$ cat config.mk
export PLATFORM = sky130hd
export DESIGN_NAME = spa_front
export DESIGN_NICKNAME = d
export VERILOG_FILES = /design/src/sv/solar_pressure_accel_macros.svh /design/src/sv/spa_pkg.sv /design/src/sv/spa_front.sv
export SDC_FILE = /design/constraint.sdc
export NUM_CORES = 1
export LEC_CHECK = 0
export BUFFER_PORTS_ARGS = -buffer_cell sky130_fd_sc_hd__buf_2
export CORE_AREA = 2 2 306 308
export DETAILED_ROUTE_END_ITERATION = 10
export DIE_AREA = 0 0 308 310
export PLACE_DENSITY_LB_ADDON = 0.12
export SYNTH_ARGS = -nofsm -noshare
export SYNTH_HDL_FRONTEND = slang
export SYNTH_SLANG_ARGS = --single-unit
$ cat constraint.sdc
create_clock -name clk -period 15.2 [get_ports clk]
set_input_delay 0.76 -clock clk [delete_from_list [all_inputs] [get_ports clk]]
set_output_delay 0.76 -clock clk [all_outputs]
set_load 0.1 [all_outputs]
$ cat src/sv/solar_pressure_accel_macros.svh
// Assertion macros for the block's modules; the queue uses them.
`ifndef SOLAR_PRESSURE_ACCEL_MACROS_SVH
`define SOLAR_PRESSURE_ACCEL_MACROS_SVH

// The condition must never hold at a clock edge outside reset.
`define SPA_ASSERT_NEVER(lbl, cond, msg) \
  lbl: assert property (@(posedge clk) disable iff (rst) !(cond)) else $error(msg);

// When the cause holds, the effect must hold at the next clock edge.
`define SPA_ASSERT_NEXT(lbl, cause, effect, msg) \
  lbl: assert property (@(posedge clk) disable iff (rst) (cause) |=> (effect)) else $error(msg);

`endif

$ cat src/sv/spa_pkg.sv
package spa_pkg;

  localparam int W         = 48;
  localparam int VW        = 49;
  localparam int SQ_STEPS  = 31;
  localparam int DIV_STEPS = 31;
  localparam int UNIT_LAT  = 6 + SQ_STEPS + 1 + DIV_STEPS + 1;
  localparam int BACK_LAT  = 8;
  // Queue depth must be a power of two so that the pointers wrap by themselves.
  localparam int QDEPTH    = 4;
  localparam int QAW       = $clog2(QDEPTH);
  localparam int QCW       = $clog2(QDEPTH + 1);

  localparam logic [26:0] KQ44       = 27'd80396290;
  localparam logic [15:0] ONE_Q14    = 16'd16384;
  localparam logic [15:0] REFL_RESET = 16'd16384;
  localparam logic [31:0] ATM_RESET  = 32'd2684355;
  localparam logic [46:0] RAD_RESET  = 47'd1073741824;

  typedef enum logic [1:0] {
    REG_REFLECTIVITY  = 2'd0,
    REG_AREA_TO_MASS  = 2'd1,
    REG_SHADOW_RADIUS = 2'd2
  } reg_index_t;

  typedef logic [2:0][W-1:0]  vec48_t;
  typedef logic [2:0][VW-1:0] vec49_t;
  typedef logic [2:0][31:0]   unit_t;

  typedef struct packed {
    vec48_t sat;
    vec48_t sun;
  } raw_item_t;

  typedef struct packed {
    vec48_t      sat;
    vec48_t      sun;
    vec49_t      diff;
    logic [14:0] ci;
    logic [15:0] cr;
  } work_item_t;

  typedef struct packed {
    logic empty;
    logic almost_full;
  } queue_status_t;

  // Index of the highest seven-bit group holding a one.
  function automatic logic [2:0] top_group(input logic [48:0] v);
    logic [2:0] g;
    g = '0;
    for (int i = 0; i < 7; i++) begin
      if (|v[i*7 +: 7]) g = 3'(i);
    end
    return g;
  endfunction

  // Position of the highest one in a seven-bit group.
  function automatic logic [2:0] top_bit7(input logic [6:0] b);
    logic [2:0] p;
    p = '0;
    for (int i = 0; i < 7; i++) begin
      if (b[i]) p = 3'(i);
    end
    return p;
  endfunction

endpackage

$ cat src/sv/spa_front.sv
module spa_front (
  input  logic                   clk,
  input  logic                   rst,
  input  logic                   start,
  output logic                   busy,
  input  spa_pkg::raw_item_t     item,
  input  logic [15:0]            reflectivity,
  input  spa_pkg::queue_status_t q_status,
  output logic                   push,
  output spa_pkg::work_item_t    entry
);

  logic               f_valid;
  spa_pkg::raw_item_t f_item;

  assign busy = q_status.almost_full;

  always_ff @(posedge clk) begin
    if (rst) begin
      f_valid <= 1'b0;
    end else begin
      f_valid <= start && !busy;
    end
  end

  always_ff @(posedge clk) begin
    if (start && !busy) begin
      f_item <= item;
    end
  end

  // Difference vector and split of the coefficient into incident and reflected parts.
  always_comb begin
    entry.sat = f_item.sat;
    entry.sun = f_item.sun;
    for (int i = 0; i < 3; i++) begin
      entry.diff[i] = {f_item.sat[i][47], f_item.sat[i]} - {f_item.sun[i][47], f_item.sun[i]};
    end
    if (reflectivity > spa_pkg::ONE_Q14) begin
      entry.cr = reflectivity - spa_pkg::ONE_Q14;
      entry.ci = spa_pkg::ONE_Q14[14:0];
    end else begin
      entry.cr = reflectivity;
      entry.ci = '0;
    end
  end

  assign push = f_valid;

endmodule

==> impl_metrics.yaml, run 1 <==
die:
  core_um2: 92500
  row_count: 112
  start_util_pct: 19.0
  die_height_um: 310
  io_pins: 777
  dieArea_um2: 95500
  fp.dieW_um: 308
sta:
  tightest_slew_ns: 1.26
  fmax_ghz: 0.172
  slew_viol_final: 0
  finalSetupViolations: 0
  timing.final.crit_share_pct: 38.2
  fin_tns_setup_ns: 0
  hold_violations: 0
  rsz0062_at_grt: "false"
  relSlewSlack_pct: 15.7
  setup_ws_ns: 9.40
  fin_crit_ns: 5.80
clock_network:
  cts_sinks: 289
  cts_tree: "built"
  cts_resized: 0
  clkTransAtPathRegs_ns: 0.05
  cts.path.max_buffers: 3
  cts_buffers: 39
  cts_root_buf: "clkbuf_16"
  postCtsSetupBuffers: 0
  cts_max_level: 2
  ctsHoldBuffers: 0
yosys:
  synth_cell_types: 98
  synth_ff_type: "edfxtp_1"
  synth_top_area_share_pct: 49.1
  ys_top_cells_by_area: "edfxtp_1 (49%), ha_1 (10%), inv_1 (4.2%)"
  synth_area_um2: 17600
  synth_cells: 1629
  synth_area_per_cell_um2: 10.8
  synth-seq-area-share_pct: 49.2
  yosys.area.top_type: "edfxtp_1"
  synth_edf_count: 288
  ys_seq_elements: 289
  synthArstFlopShare_pct: 0
  yosysWarnings: 0
detailed_routing:
  drt-initial-drc-count: 855
  drc: 0
  routedWlPerCell_um: 19.8
  drt_pass1_iterations: 5
  routed_wl_mm: 71.5
  vias: 15433
  ant_nets: 0
  viasPerCell: 4.27
global_route:
  grt_pass1_vias: 15716
  grt_use_total_pct: 14.2
  grt_pass1_wl_mm: 101
  grt_max_degree: 145
  grt_overflow_total: 0
  antenna_found_initial: 8
power_and_ir_drop:
  peakVddDrop_uv: 116
  power_density_nw_per_um2: 161
  leakage_nw: 10.9
final_layout:
  seqCellArea_um2: 8670
  nFillCells: 10000
  post-route-util_pct: 25.8
  layout.cells.non_filler: 3615
  mostFrequentLayoutCells: "buf_2 (761), edfxtp_1 (288), inv_1 (197)"
  drive_above_1_share_pct: 35.8
  final_nets: 2850
  area_delta_synth_final_pct: 35.6
  final_common_cell: "buf_2"
  multi_input_area_um2: 7870
run:
  maxCapViolCount: 0
place:
  dp_slack_ns: 9.73
  dp_hpwl_mm: 60.3
  gp_congestion: 0.792
  portBuffers: 761
  dpl.cell_count: 3548
min_path:
  worstHoldPathType: "input port to flip-flop"
critical_path:
  start_kind: "flip-flop"
  required_ns: 14.44
  endpoint_kind: "primary output"
  critPathArrivalTime_ns: 5.04
  critical_path_class: "flip-flop to primary output"
  cp_max_fo: 4
outcome:
  status: "completed"
## worst max-delay path, stage by stage, from the launching register on
cell and delay, ns:
edfxtp_1 0.41, ha_1 0.26, fa_1 0.43, nor2b_1 0.19, o2111ai_1 0.25, a21boi_1 0.43, a41oi_1 0.18, buf_4 0.19
nor4_1 0.55, o21ai_0 0.23, nand3_1 0.28, a21boi_0 0.21, o21ai_0 0.24, xor2_1 0.17, buf_2 0.45
## registers in the layout, summed over array words and instances, names as in the netlist
register and cells:
entry 288, push 1
## cells in the mapped netlist (4+ instances only)
master / number
a211oi_1: 4
a21boi_0: 7
a21o_1: 59
a21o_2: 6
a21oi_1: 139
a31oi_1: 22
and2_1: 5
and3_1: 14
and4_1: 4
buf_4: 34
clkbuf_1: 18
edfxtp_1: 288
ha_1: 146
inv_1: 197
nand2_1: 91
nand2b_1: 19
nand3_1: 28
nand4_1: 21
nor2_1: 90
nor2b_1: 23
nor3_1: 24
nor4_1: 10
o2111ai_1: 5
o211ai_1: 12
o21a_1: 21
o21ai_0: 73
o21ai_1: 5
o21bai_1: 29
o221ai_1: 4
o22ai_1: 5
o31a_1: 4
or3_1: 4
xnor2_1: 80
xor2_1: 46
## cells by family after synthesis
group | count (synthesis) | share of synthesized area (%)
AOI/OAI and AO/OA | 455 | 17.4
and+or+nand+nor | 352 | 9.90
DFF | 289 | 49.2
buffers and inverters | 256 | 6.37
adders and majority gates | 149 | 10.7
xor gates and xnor gates | 126 | 6.27
other | 1 | 0.0213
muxes | 1 | 0.0569
## layer usage
metal | track usage, % | part of all wire, % | up-vias
met5 | 0 | 0.12 | -
met4 | 4.42 | 2.6 | 12
met3 | 4.84 | 8.8 | 97
met2 | 25.3 | 50 | 579
met1 | 15.7 | 39 | 7336
li1 | - | - | 7409
## worst paths after layout
kind                  startpoint          to  slack, ns  depth (start not counted)
worst max-delay path  entry[274]  entry[173]       9.40                         14
worst min-delay path         rst        push       0.35                          2
## per-stage QoR
stage               area [um^2]  hold WS (ns)  total power, mW
floorplan                 17700         0.832             2.61
global placement          22600         0.918             2.99
detailed placement        22600         0.924             2.99
CTS                       23900         0.280             3.92
global route              23900         0.296             4.01
finish                    23900         0.347             3.85
## power by group
part	internal, mW	switching [mW]
registers	0.941	0.0393
logic	0.331	1.64
clock network	0.538	0.363
## cell type report
| class | instances | area share [%] |
|---|---|---|
| well taps | 1197 | 6.27 |
| flip-flops and latches | 289 | 36.3 |
| inverters | 198 | 3.12 |
| diodes | 1 | 0.0105 |
| repair buffers | 767 | 16.2 |
| clock inverters | 19 | 0.718 |
| multi-input cells | 1097 | 33.0 |
| clock buffers | 47 | 4.39 |
(Power assumes the default switching activity.)
==> inputs of run 2 (changes only) <==
--- a/config.mk
+++ b/config.mk
@@ -6,9 +6,9 @@
 export NUM_CORES = 1
 export LEC_CHECK = 0
 export BUFFER_PORTS_ARGS = -buffer_cell sky130_fd_sc_hd__buf_2
-export CORE_AREA = 2 2 306 308
+export CORE_AREA = 2 2 299 301
 export DETAILED_ROUTE_END_ITERATION = 10
-export DIE_AREA = 0 0 308 310
+export DIE_AREA = 0 0 301 303
 export PLACE_DENSITY_LB_ADDON = 0.12
 export SYNTH_ARGS = -nofsm -noshare
 export SYNTH_HDL_FRONTEND = slang
==> constraint.sdc (replaced) <==
create_clock -name clk -period 6.04 [get_ports clk]
set_input_delay 0.302 -clock clk [delete_from_list [all_inputs] [get_ports clk]]
set_output_delay 0.302 -clock clk [all_outputs]
set_load 0.1 [all_outputs]
==> run 2 against run 1 <==
Compared with the run above:
- sequential share of layout area fell by 3.8 points
- worst setup slack got worse by 8.7 ns
- sequential cell count unchanged
- critical path depth is 1 lower
- cell area is 12% higher
- worst hold slack worse by 0.15 ns
- critical endpoint unchanged
- count of clock-buffer cells in the layout shrank 1
- combinational power grew to 2.6 times the previous value
- largest power group unchanged
- non-clock buffer count is 287 higher
==> impl_metrics.yaml, run 2 (synthesis gave the netlist of run 1 again) <==
die:
  dieArea_um2: 91200
  io_pins: 777
  row_count: 109
  fp.dieW_um: 301
  core_um2: 88000
  die_height_um: 303
  start_util_pct: 20.0
power_and_ir_drop:
  p_int_mw: 4.52
  p_sw_mw: 5.19
  power_density_nw_per_um2: 365
  pwr-share-seq_pct: 25.4
  p_comb_share_pct: 52.7
  leakage_nw: 12.0
  p_clk_share_pct: 21.9
  finalPower_mw: 9.71
  peakVddDrop_uv: 257
  switching_share_pct: 53.4
place:
  dpl.cell_count: 3514
  portBuffers: 761
  gp_congestion: 0.801
  dp_hpwl_mm: 60.3
  place_area_um2: 22600
detailed_routing:
  wl_met1_mm: 28.3
  routed_wl_mm: 73.2
  routed-wl-met3_mm: 6.24
  vias: 16436
  top_layer: "met4"
  drt-initial-drc-count: 692
  wl_met2_mm: 36.5
  drt_pass1_iterations: 5
  routedWlPerCell_um: 18.9
  ant_nets: 0
  drc: 0
  viasPerCell: 4.24
critical_path:
  start_kind: "flip-flop"
  endpoint_kind: "primary output"
  critical_path_class: "flip-flop to primary output"
  cp_max_fo: 4
  critPathArrivalTime_ns: 5.02
  required_ns: 5.74
final_layout:
  final_area_um2: 26600
  area_delta_synth_final_pct: 51.2
  final_common_cell: "buf_2"
  mostFrequentLayoutCells: "buf_2 (761), dlygate4sd3_1 (289), edfxtp_1 (288)"
  largest_register_ffs: 288
  final_nets: 3136
  layout.cells.non_filler: 3872
  drive_above_1_share_pct: 31.8
clock_network:
  cts_tree: "built"
  cts_sinks: 289
  cts_buffers: 38
  clkTransAtPathRegs_ns: 0.06
  cts.path.max_buffers: 3
  postCtsSetupBuffers: 0
  cts_root_buf: "clkbuf_16"
  cts_max_level: 2
  cts_resized: 0
min_path:
  worstHoldPathType: "input port to flip-flop"
sta:
  finalSetupViolations: 0
  tightest_slew_ns: 1.05
  fin_crit_ns: 5.32
  hold_violations: 0
  fmax_ghz: 0.188
  fin_tns_setup_ns: 0
  slew_viol_final: 0
  timing.final.crit_share_pct: 88.1
  relSlewSlack_pct: 29.9
  rsz0062_at_grt: "false"
global_route:
  grt_pass1_wl_mm: 105
  grt_pass1_vias: 16856
  grt_max_degree: 143
  grt_overflow_total: 0
  grt_use_total_pct: 15.2
  antenna_found_initial: 2
run:
  maxCapViolCount: 0
outcome:
  status: "completed"
## run 2: per-stage QoR
| step | setup WS, ns | hold slack [ns] | util (%) |
|---|---|---|---|
| after floorplan | 0.158 | 0.374 | - |
| after global placement | 1.22 | 0.459 | 25.7 |
| after detailed placement | 1.20 | 0.470 | 25.7 |
| after CTS | 0.549 | 0.155 | 30.3 |
| after global routing | 0.383 | 0.175 | 30.3 |
| final | 0.718 | 0.198 | 30.3 |
## run 2: per-layer routing
metal,vias to the layer above,GRT usage (%)
li1,7996,-
met4,0,5.27
met2,583,27.3
met5,-,0
met3,83,5.13
met1,7774,16.8
## run 2: final timing paths
check                       start          to  slack, ns  cells after the start
worst min-delay path  q_status[0]  entry[442]       0.20                      2
worst max-delay path   entry[274]  entry[173]       0.72                     13
## run 2: critical path, cell delays in order, from the launching register on
cell       delay, ns
edfxtp_1        0.39
ha_1            0.26
fa_1            0.42
nor2b_1         0.19
o2111ai_1       0.20
a21boi_1        0.40
a41oi_1         0.34
nor4_1          0.67
o21ai_0         0.23
nand3_1         0.25
a21boi_0        0.21
o21ai_0         0.26
xor2_1          0.16
buf_2           0.45
## run 2: cell type report
type                    instances  area [um^2]
inverters                     198          746
clock inverters                19          136
repair buffers               1054         6760
fillers                      9263        61300
diodes                          4         10.0
clock buffers                  46          981
flip-flops and latches        289         8670
multi-input cells            1097         7870
well taps                    1165         1460
## run 2: power by group through the flow
stage | logic (mW) | clock network (mW) | registers, mW
after floorplan | 3.12 | 0 | 3.42
after global placement | 5.01 | 0 | 2.51
after detailed placement | 5.00 | 0 | 2.51
after CTS | 5.16 | 2.21 | 2.47
after global routing | 5.35 | 2.28 | 2.48
final | 5.12 | 2.13 | 2.46
## run 2: repair_timing
item                                   4_1_cts  5_1_grt
setup endpoints to repair                    0        0
endpoints found under the hold margin      289        0
hold buffers                               289        0
