## src/sv/solar_pressure_accel_macros.svh

```systemverilog
// Assertion macros for the block's modules; the queue uses them.
`ifndef SOLAR_PRESSURE_ACCEL_MACROS_SVH
`define SOLAR_PRESSURE_ACCEL_MACROS_SVH

// The condition must never hold at a clock edge outside reset.
`define SPA_ASSERT_NEVER(lbl, cond, msg) \
  lbl: assert property (@(posedge clk) disable iff (rst) !(cond)) else $error(msg);

// When the cause holds, the effect must hold at the next clock edge.
`define SPA_ASSERT_NEXT(lbl, cause, effect, msg) \
  lbl: assert property (@(posedge clk) disable iff (rst) (cause) |=> (effect)) else $error(msg);

`endif

```

## src/sv/spa_pkg.sv

```systemverilog
package spa_pkg;

  localparam int W         = 48;
  localparam int VW        = 49;
  localparam int SQ_STEPS  = 31;
  localparam int DIV_STEPS = 31;
  localparam int UNIT_LAT  = 6 + SQ_STEPS + 1 + DIV_STEPS + 1;
  localparam int BACK_LAT  = 8;
  // Queue depth must be a power of two so that the pointers wrap by themselves.
  localparam int QDEPTH    = 4;
  localparam int QAW       = $clog2(QDEPTH);
  localparam int QCW       = $clog2(QDEPTH + 1);

  localparam logic [26:0] KQ44       = 27'd80396290;
  localparam logic [15:0] ONE_Q14    = 16'd16384;
  localparam logic [15:0] REFL_RESET = 16'd16384;
  localparam logic [31:0] ATM_RESET  = 32'd2684355;
  localparam logic [46:0] RAD_RESET  = 47'd1073741824;

  typedef enum logic [1:0] {
    REG_REFLECTIVITY  = 2'd0,
    REG_AREA_TO_MASS  = 2'd1,
    REG_SHADOW_RADIUS = 2'd2
  } reg_index_t;

  typedef logic [2:0][W-1:0]  vec48_t;
  typedef logic [2:0][VW-1:0] vec49_t;
  typedef logic [2:0][31:0]   unit_t;

  typedef struct packed {
    vec48_t sat;
    vec48_t sun;
  } raw_item_t;

  typedef struct packed {
    vec48_t      sat;
    vec48_t      sun;
    vec49_t      diff;
    logic [14:0] ci;
    logic [15:0] cr;
  } work_item_t;

  typedef struct packed {
    logic empty;
    logic almost_full;
  } queue_status_t;

  // Index of the highest seven-bit group holding a one.
  function automatic logic [2:0] top_group(input logic [48:0] v);
    logic [2:0] g;
    g = '0;
    for (int i = 0; i < 7; i++) begin
      if (|v[i*7 +: 7]) g = 3'(i);
    end
    return g;
  endfunction

  // Position of the highest one in a seven-bit group.
  function automatic logic [2:0] top_bit7(input logic [6:0] b);
    logic [2:0] p;
    p = '0;
    for (int i = 0; i < 7; i++) begin
      if (b[i]) p = 3'(i);
    end
    return p;
  endfunction

endpackage

```

## src/sv/spa_queue.sv

```systemverilog
`include "solar_pressure_accel_macros.svh"

module spa_queue (
  input  logic                  clk,
  input  logic                  rst,
  input  logic                  push,
  input  spa_pkg::work_item_t   wr_item,
  input  logic                  pop,
  output spa_pkg::work_item_t   rd_item,
  output spa_pkg::queue_status_t status
);

  spa_pkg::work_item_t mem [spa_pkg::QDEPTH];
  logic [spa_pkg::QAW-1:0] wp;
  logic [spa_pkg::QAW-1:0] rp;
  logic [spa_pkg::QCW-1:0] count;

  always_ff @(posedge clk) begin
    if (push) begin
      mem[wp] <= wr_item;
    end
  end

  always_ff @(posedge clk) begin
    if (rst) begin
      wp    <= '0;
      rp    <= '0;
      count <= '0;
    end else begin
      if (push) wp <= wp + 1'b1;
      if (pop) rp <= rp + 1'b1;
      if (push && !pop) count <= count + 1'b1;
      else if (pop && !push) count <= count - 1'b1;
    end
  end

  assign rd_item            = mem[rp];
  assign status.empty       = (count == '0);
  assign status.almost_full = (count >= spa_pkg::QCW'(spa_pkg::QDEPTH - 1));

  `SPA_ASSERT_NEVER(a_no_overflow, push && !pop && count == spa_pkg::QCW'(spa_pkg::QDEPTH), "queue written while full")
  `SPA_ASSERT_NEVER(a_no_underflow, pop && count == '0, "queue read while empty")
  `SPA_ASSERT_NEXT(a_count_up, push && !pop, count == $past(count) + 1'b1, "queue count did not rise")

endmodule

```

## config.mk

```make
export PLATFORM = sky130hd
export DESIGN_NAME = spa_queue
export DESIGN_NICKNAME = d
export VERILOG_FILES = /design/src/sv/spa_pkg.sv /design/src/sv/spa_queue.sv
export VERILOG_INCLUDE_DIRS = /design/src /design/src/sv
export SDC_FILE = /design/constraint.sdc
export NUM_CORES = 1
export LEC_CHECK = 0
export BUFFER_PORTS_ARGS = -buffer_cell sky130_fd_sc_hd__buf_4
export CORE_MARGIN = 2
export CORE_UTILIZATION = 45
export DETAILED_ROUTE_END_ITERATION = 10
export MAX_ROUTING_LAYER = met4
export PLACE_DENSITY = 0.64
export SKIP_CTS_REPAIR_TIMING = 1
export SLEW_MARGIN = 0
export SYNTH_ARGS = -nofsm -noshare
export SYNTH_HDL_FRONTEND = slang
export SYNTH_SLANG_ARGS = --single-unit
export TNS_END_PERCENT = 10
```

## constraint.sdc

```tcl
create_clock -name clk -period 12.2 [get_ports clk]
set_input_delay 0.61 -clock clk [delete_from_list [all_inputs] [get_ports clk]]
set_output_delay 0.61 -clock clk [all_outputs]
set_load 0.1 [all_outputs]
```

==> metrics.md, run 1 <==
| Metric | Value |
|---|---|
| Clock root cell | clkbuf_16 |
| Hpwl dp | 92000 µm |
| Port bufs | 937 |
| Cell mode on critical path | buf_4 |
| Fin util | 58.5% |
| Max_cap viols | 0 |
| WHS Path Cells | 2 |
| Max Clock Skew | 48.8 ps |
| # setup viols final | 0 |
| CP endpoint kind | output port |
| Post-route insts no fill | 6207 |
| Seq/Total Area, Yosys | 82.8% |
| Routability Congestion | 0.755 |
| Area grow syn2layout | 29.2% |
| FF-to-FF End | mem[1][235] |
| Pin count of the biggest net entering global routing | 160 |
| Commonest cells after routing, fill and taps aside | 1864 x edfxtp_1, 958 x buf_4, 466 x mux4_2 |
| CTS Sinks | 1873 |
| Vias in the first global route | 31041 |
| First-pass GRT wire length | 211000 µm |
| Clock power frac | 34.0% |
| Worst-Margin Slew | 1210 ps |
| R2R Setup Slk | 8240 ps |
| Die area | 154000 µm² |
| Crit-path slowest cell | buf_4 |
| GR Overflow Total | 0 |
| Final hold violation count | 0 |
| Hold Slack | 70.2 ps |
| Layout cells sized above 1 | 40.9% |
| PwrDens | 187 nW/µm² |
| Synth Instances | 2478 |
| Die height | 392 µm |
| CTS tree | built |
| Pre-CTS setup slack | 7800 ps |
| All-Layer GR Usage | 19.5% |
| Drt wl/cell | 24.6 µm |
| Min-delay worst type | in -> reg |
| Yosys warns | 0 |
| Synth Area per Inst | 27.4 µm² |
| Inst Count DP | 5358 |
| Max_slew headroom | 19.1% |
| Final Power | 16.4 mW |
| Initial antenna violation count | 34 |
| CP Max Fanout | 109 |
| Fmax | 209 MHz |
| Reg2Reg Depth | 6 |
| Flop pwr share | 45.6% |
| Total negative setup slack | 0 ps |
| Setup WS post-layout | 7420 ps |
| Ports | 938 |
| Distinct cells, synth | 22 |
| Row cnt | 142 |
| Period utilization | 39.1% |
| Post-route ant nets | 0 |
| Slew Viols, Final | 0 |
| Routed Wire Length | 152000 µm |
| CTS HTree Levels | 4 |
| Critical path cell sequence | buf_12 > buf_4 > mux4_2 > buf_4 |
| CP required | 11590 ps |
| Commonest non-fill, non-tap cell in the layout | edfxtp_1 |
| WP data arrival | 4170 ps |
| Status | completed |
| Inserted Clock Buffers | 188 |
| CP top delay family | buffers and inverters |
| Die width | 392 µm |
| CP max stage delay | 880 ps |
| Comb pwr share | 20.5% |
| Worst skew pair latency | 810 ps |
| Hold Startpoint | rst |
| Core area | 150000 µm² |
| CP Class | reg -> out |
| Clock-pin transition on the worst setup and hold timing paths | 60 ps |
| FF+latch count, synth | 1873 |
| WP buf/inv | 3 |
| WHS Endpoint | wp[0] |
| P_leak | 29.5 nW |
| Sw power | 4.94 mW |
| Crit path launch type | flop |
| DR iter-0 viols | 1916 |
| Post-synthesis cell area | 67800 µm² |
| Peak supply drop | 0.159 mV |
| Vias | 32188 |
| Post-place instance area | 76800 µm² |
| 1st-pass router iterations | 6 |
| Post-Layout Inst Area | 87600 µm² |
| Syn_nets | 2954 |
| Unrepaired setup endpoints after global routing | false |
| Initial Util | 45.3% |
| Worst reg2reg startpoint | wp[1] |
| Via-to-Cell Ratio | 5.19 |
| Final Critical Period | 4780 ps |
| Sw frac | 30.1% |
| DR DRC count | 0 |
| Internal power | 11.5 mW |
| CTS Buffer Depth | 3 |
| Final Net Count | 4472 |
metal layers:
layer,track usage (%),up-vias,wire length (µm)
met3,8.27,212,13700
met2,30.2,1055,76300
met4,7.17,0,4170
met1,22.8,16999,58300
met5,-,-,0
li1,-,13922,-
kinds of logic after synthesis:
group	Yosys count	share of synthesized area, %
AOI/OAI and AO/OA	3	0.0258
muxes	468	15.5
adders and majority gates	6	0.122
xor gates and xnor gates	5	0.0646
buffers and inverters	109	1.33
and+or+nand+nor	14	0.0978
DFF	1873	82.8
synthesized netlist by cell type:
cell / number / area share [%]
buf_6: 36 / 0.60
and2_1: 4 / 0.037
nor3_1: 1 / 0.0074
buf_4: 2 / 0.022
nor2_1: 7 / 0.039
clkbuf_1: 7 / 0.039
or3_1: 1 / 0.0092
buf_8: 14 / 0.31
edfxtp_1: 1864 / 83
inv_1: 4 / 0.022
xnor2_1: 2 / 0.026
mux2i_1: 2 / 0.030
buf_2: 46 / 0.34
a21oi_1: 1 / 0.0074
ha_1: 5 / 0.092
xor2_1: 3 / 0.039
a21o_1: 1 / 0.011
nand2_1: 1 / 0.0055
o21ai_0: 1 / 0.0074
fa_1: 1 / 0.030
dfxtp_1: 9 / 0.27
mux4_2: 466 / 15
flip-flops by register name, summed over array words and instances, names as in the netlist, named ones only:
register	count
mem	1864
count	3
rp	2
wp	2
final cells by class:
type                    instances  area, µm²
diodes                         40        100
flip-flops and latches       1873      56200
multi-input cells             496      10700
inverters                       4       15.0
fillers                     10681      62200
well taps                    2016       2520
clock inverters               114       1020
repair buffers               1433      12100
clock buffers                 231       4970
power by group through the flow:
stage          clock, mW  sequential, mW  combinational, mW
6_report            5.57            7.47               3.36
5_1_grt             5.95            7.49               3.46
4_1_cts             5.69            7.47               3.25
3_5_place_dp           0            7.61               3.24
3_3_place_gp           0            7.60               3.24
2_1_floorplan          0            7.73               2.48
worst max path at each step:
stage | endpoint | slack, ps | cells past startpoint
floorplan | mem[0][0] | 240 | 1
global placement | mem[1][234] | 7810 | 5
detailed placement | mem[1][262] | 7800 | 5
CTS | rd_item[3] | 7230 | 4
global route | rd_item[3] | 7010 | 4
finish | rd_item[3] | 7420 | 4
Note: power is estimated with default switching activity, not from simulation.
==> run 2, diff against run 1 <==
- clock period: 12.2 -> 4.2 ns (I/O delays scaled with it)
==> metrics.md, run 2 (synthesis results as in run 1) <==
| Metric | Value |
|---|---|
| Multi-input gate area in the final layout | 10700 µm² (unchanged) |
| Max reg flops | 1864 (unchanged) |
| Max_cap viols | 0 (unchanged) |
| Unrepaired setup endpoints after global routing | false (unchanged) |
| Slew Viols, Final | 0 (unchanged) |
| All-Layer GR Usage | 20.1% (was 19.5%) |
| Critical path cell sequence | buf_12 > mux4_2 > buf_4 (was buf_12 > buf_4 > mux4_2 > buf_4) |
| Vias | 32501 (was 32188) |
| Max Clock Skew | 47.8 ps (was 48.8 ps) |
| CP Class | reg -> out (unchanged) |
| Final Net Count | 4518 (was 4472) |
| P_leak | 29.6 nW (was 29.5 nW) |
| Period utilization | 77.3% |
| Largest registers | mem x1864, count x3 (unchanged) |
| Die height | 392 µm (unchanged) |
| CTS HTree Levels | 4 (unchanged) |
| CTS tree | built (unchanged) |
| PwrDens | 537 nW/µm² (was 187 nW/µm²) |
| Drt wl/cell | 25.0 µm (was 24.6 µm) |
| GR Overflow Total | 0 (unchanged) |
| Hpwl dp | 98500 µm (was 92000 µm) |
| Area grow syn2layout | 29.8% (was 29.2%) |
| Pin count of the biggest net entering global routing | 94 (was 160) |
| Worst skew pair latency | 790 ps (was 810 ps) |
| Commonest cells after routing, fill and taps aside | 1864 x edfxtp_1, 977 x buf_4, 471 x dlygate4sd3_1 (was 1864 x edfxtp_1, 958 x buf_4, 466 x mux4_2) |
| CTS Buffer Depth | 3 (unchanged) |
| Initial antenna violation count | 38 (was 34) |
| 1st-pass router iterations | 5 (was 6) |
| CP max stage delay | 760 ps (was 880 ps) |
| Peak supply drop | 0.510 mV (was 0.159 mV) |
| Die width | 392 µm (unchanged) |
| CP endpoint kind | output port (unchanged) |
| Die area | 154000 µm² (unchanged) |
| Routability Congestion | 0.783 (was 0.755) |
| Fin util | 58.8% (was 58.5%) |
| Final Power | 47.3 mW (was 16.4 mW) |
| Inserted Clock Buffers | 188 (unchanged) |
| Biggest register | mem (unchanged) |
| Worst-Margin Slew | 996 ps (was 1210 ps) |
| Crit path launch type | flop (unchanged) |
| First-pass GRT wire length | 217000 µm (was 211000 µm) |
| DR iter-0 viols | 1985 (was 1916) |
| Min-delay worst type | in -> reg (unchanged) |
| WP buf/inv | 2 (was 3) |
| Hold Slack | 163 ps (was 70.2 ps) |
| Post-route ant nets | 0 (unchanged) |
| Final Critical Period | 3250 ps |
| Clock-pin transition on the worst setup and hold timing paths | 60 ps (about the same) |
| Routed Wire Length | 156000 µm (was 152000 µm) |
| Commonest non-fill, non-tap cell in the layout | edfxtp_1 (unchanged) |
| CP required | 3990 ps (was 11590 ps) |
| DR DRC count | 0 (unchanged) |
| WP data arrival | 3040 ps (was 4170 ps) |
| Port bufs | 937 (unchanged) |
| Crit-path slowest cell | dfxtp_4 (was buf_4) |
| Inst Count DP | 5397 (was 5358) |
| Ports | 938 (unchanged) |
| Status | completed (unchanged) |
| # setup viols final | 0 (unchanged) |
| Row cnt | 142 (unchanged) |
| CP top delay family | flip-flops (was buffers and inverters) |
| Final hold violation count | 0 (unchanged) |
| Vias in the first global route | 31701 (was 31041) |
| Filler cells | 10684 (was 10681) |
| Layout cells sized above 1 | 41.2% (was 40.9%) |
| Via-to-Cell Ratio | 5.20 (was 5.19) |
| CP Max Fanout | 61 (was 109) |
| Initial Util | 45.3% (unchanged) |
| Fmax | 308 MHz |
| Post-route insts no fill | 6253 (was 6207) |
| Core area | 150000 µm² (unchanged) |
| Max_slew headroom | 33.6% (was 19.1%) |
| Seq. cell area | 56200 µm² (about the same) |
| CTS Sinks | 1873 (unchanged) |
| Clock root cell | clkbuf_16 (unchanged) |
run 2: cell count changes in the layout (fill, tap and decap cells not counted), sizes merged, moves of 4 or more:
cell / previous run / this run
diode: 40 / 47
bufinv: 14 / 10
clkinvlp: 3 / 7
buf: 969 / 1008
dlygate4sd3: 464 / 471
clkinv: 91 / 75
clkbuf: 231 / 241
run 2: where the power goes:
| part | leakage, nW | internal [mW] | switching [mW] |
|---|---|---|---|
| clock | 2.80 | 8.93 | 6.79 |
| sequential | 17.2 | 21.5 | 0.207 |
| combinational | 9.63 | 2.56 | 7.29 |
run 2: metrics by stage:
step	setup WS (ps)	setup TNS, ps	cell area (µm²)
6_report	952	0	88000
5_1_grt	729	0	88000
4_1_cts	802	0	83200
3_5_place_dp	1640	0	77400
3_3_place_gp	1650	0	77400
2_1_floorplan	-2420	-1127110	67800
run 2: worst register-to-register path, stage by stage (launching register included):
cell	delay (ps)
dfxtp_1	340
inv_1	80
ha_1	140
and2_4	730
buf_4	590
run 2: final timing paths:
| check | startpoint | endpoint | slack (ps) | cells past startpoint |
|---|---|---|---|---|
| worst max-delay path | flop | rd_item[306] | 950 | 3 |
| worst min-delay path | wr_item[162] | mem[0][162] | 160 | 2 |
| worst max register to register | wp[1] | mem[1][25] | 1940 | 4 |
| worst min register to register | count[2] | count[2] | 510 | 2 |
run 2: area by class of cell:
type / instances / share of cell area (%)
Antenna cell: 47 / 0.134
Multi-Input combinational cell: 496 / 12.2
Timing Repair Buffer: 1479 / 14.4
Clock buffer: 241 / 5.62
Sequential cell: 1873 / 63.8
Clock inverter: 97 / 0.958
Inverter: 4 / 0.0171
Tap cell: 2016 / 2.87
run 2: layer usage:
metal	wire (µm)	vias to the layer above	GRT usage (%)	share of wire, %
li1	-	14040	-	-
met1	59100	17078	23.1	38
met2	78600	1132	31.4	50
met3	13900	251	8.68	8.9
met4	4830	0	7.48	3.1
met5	0	-	-	0
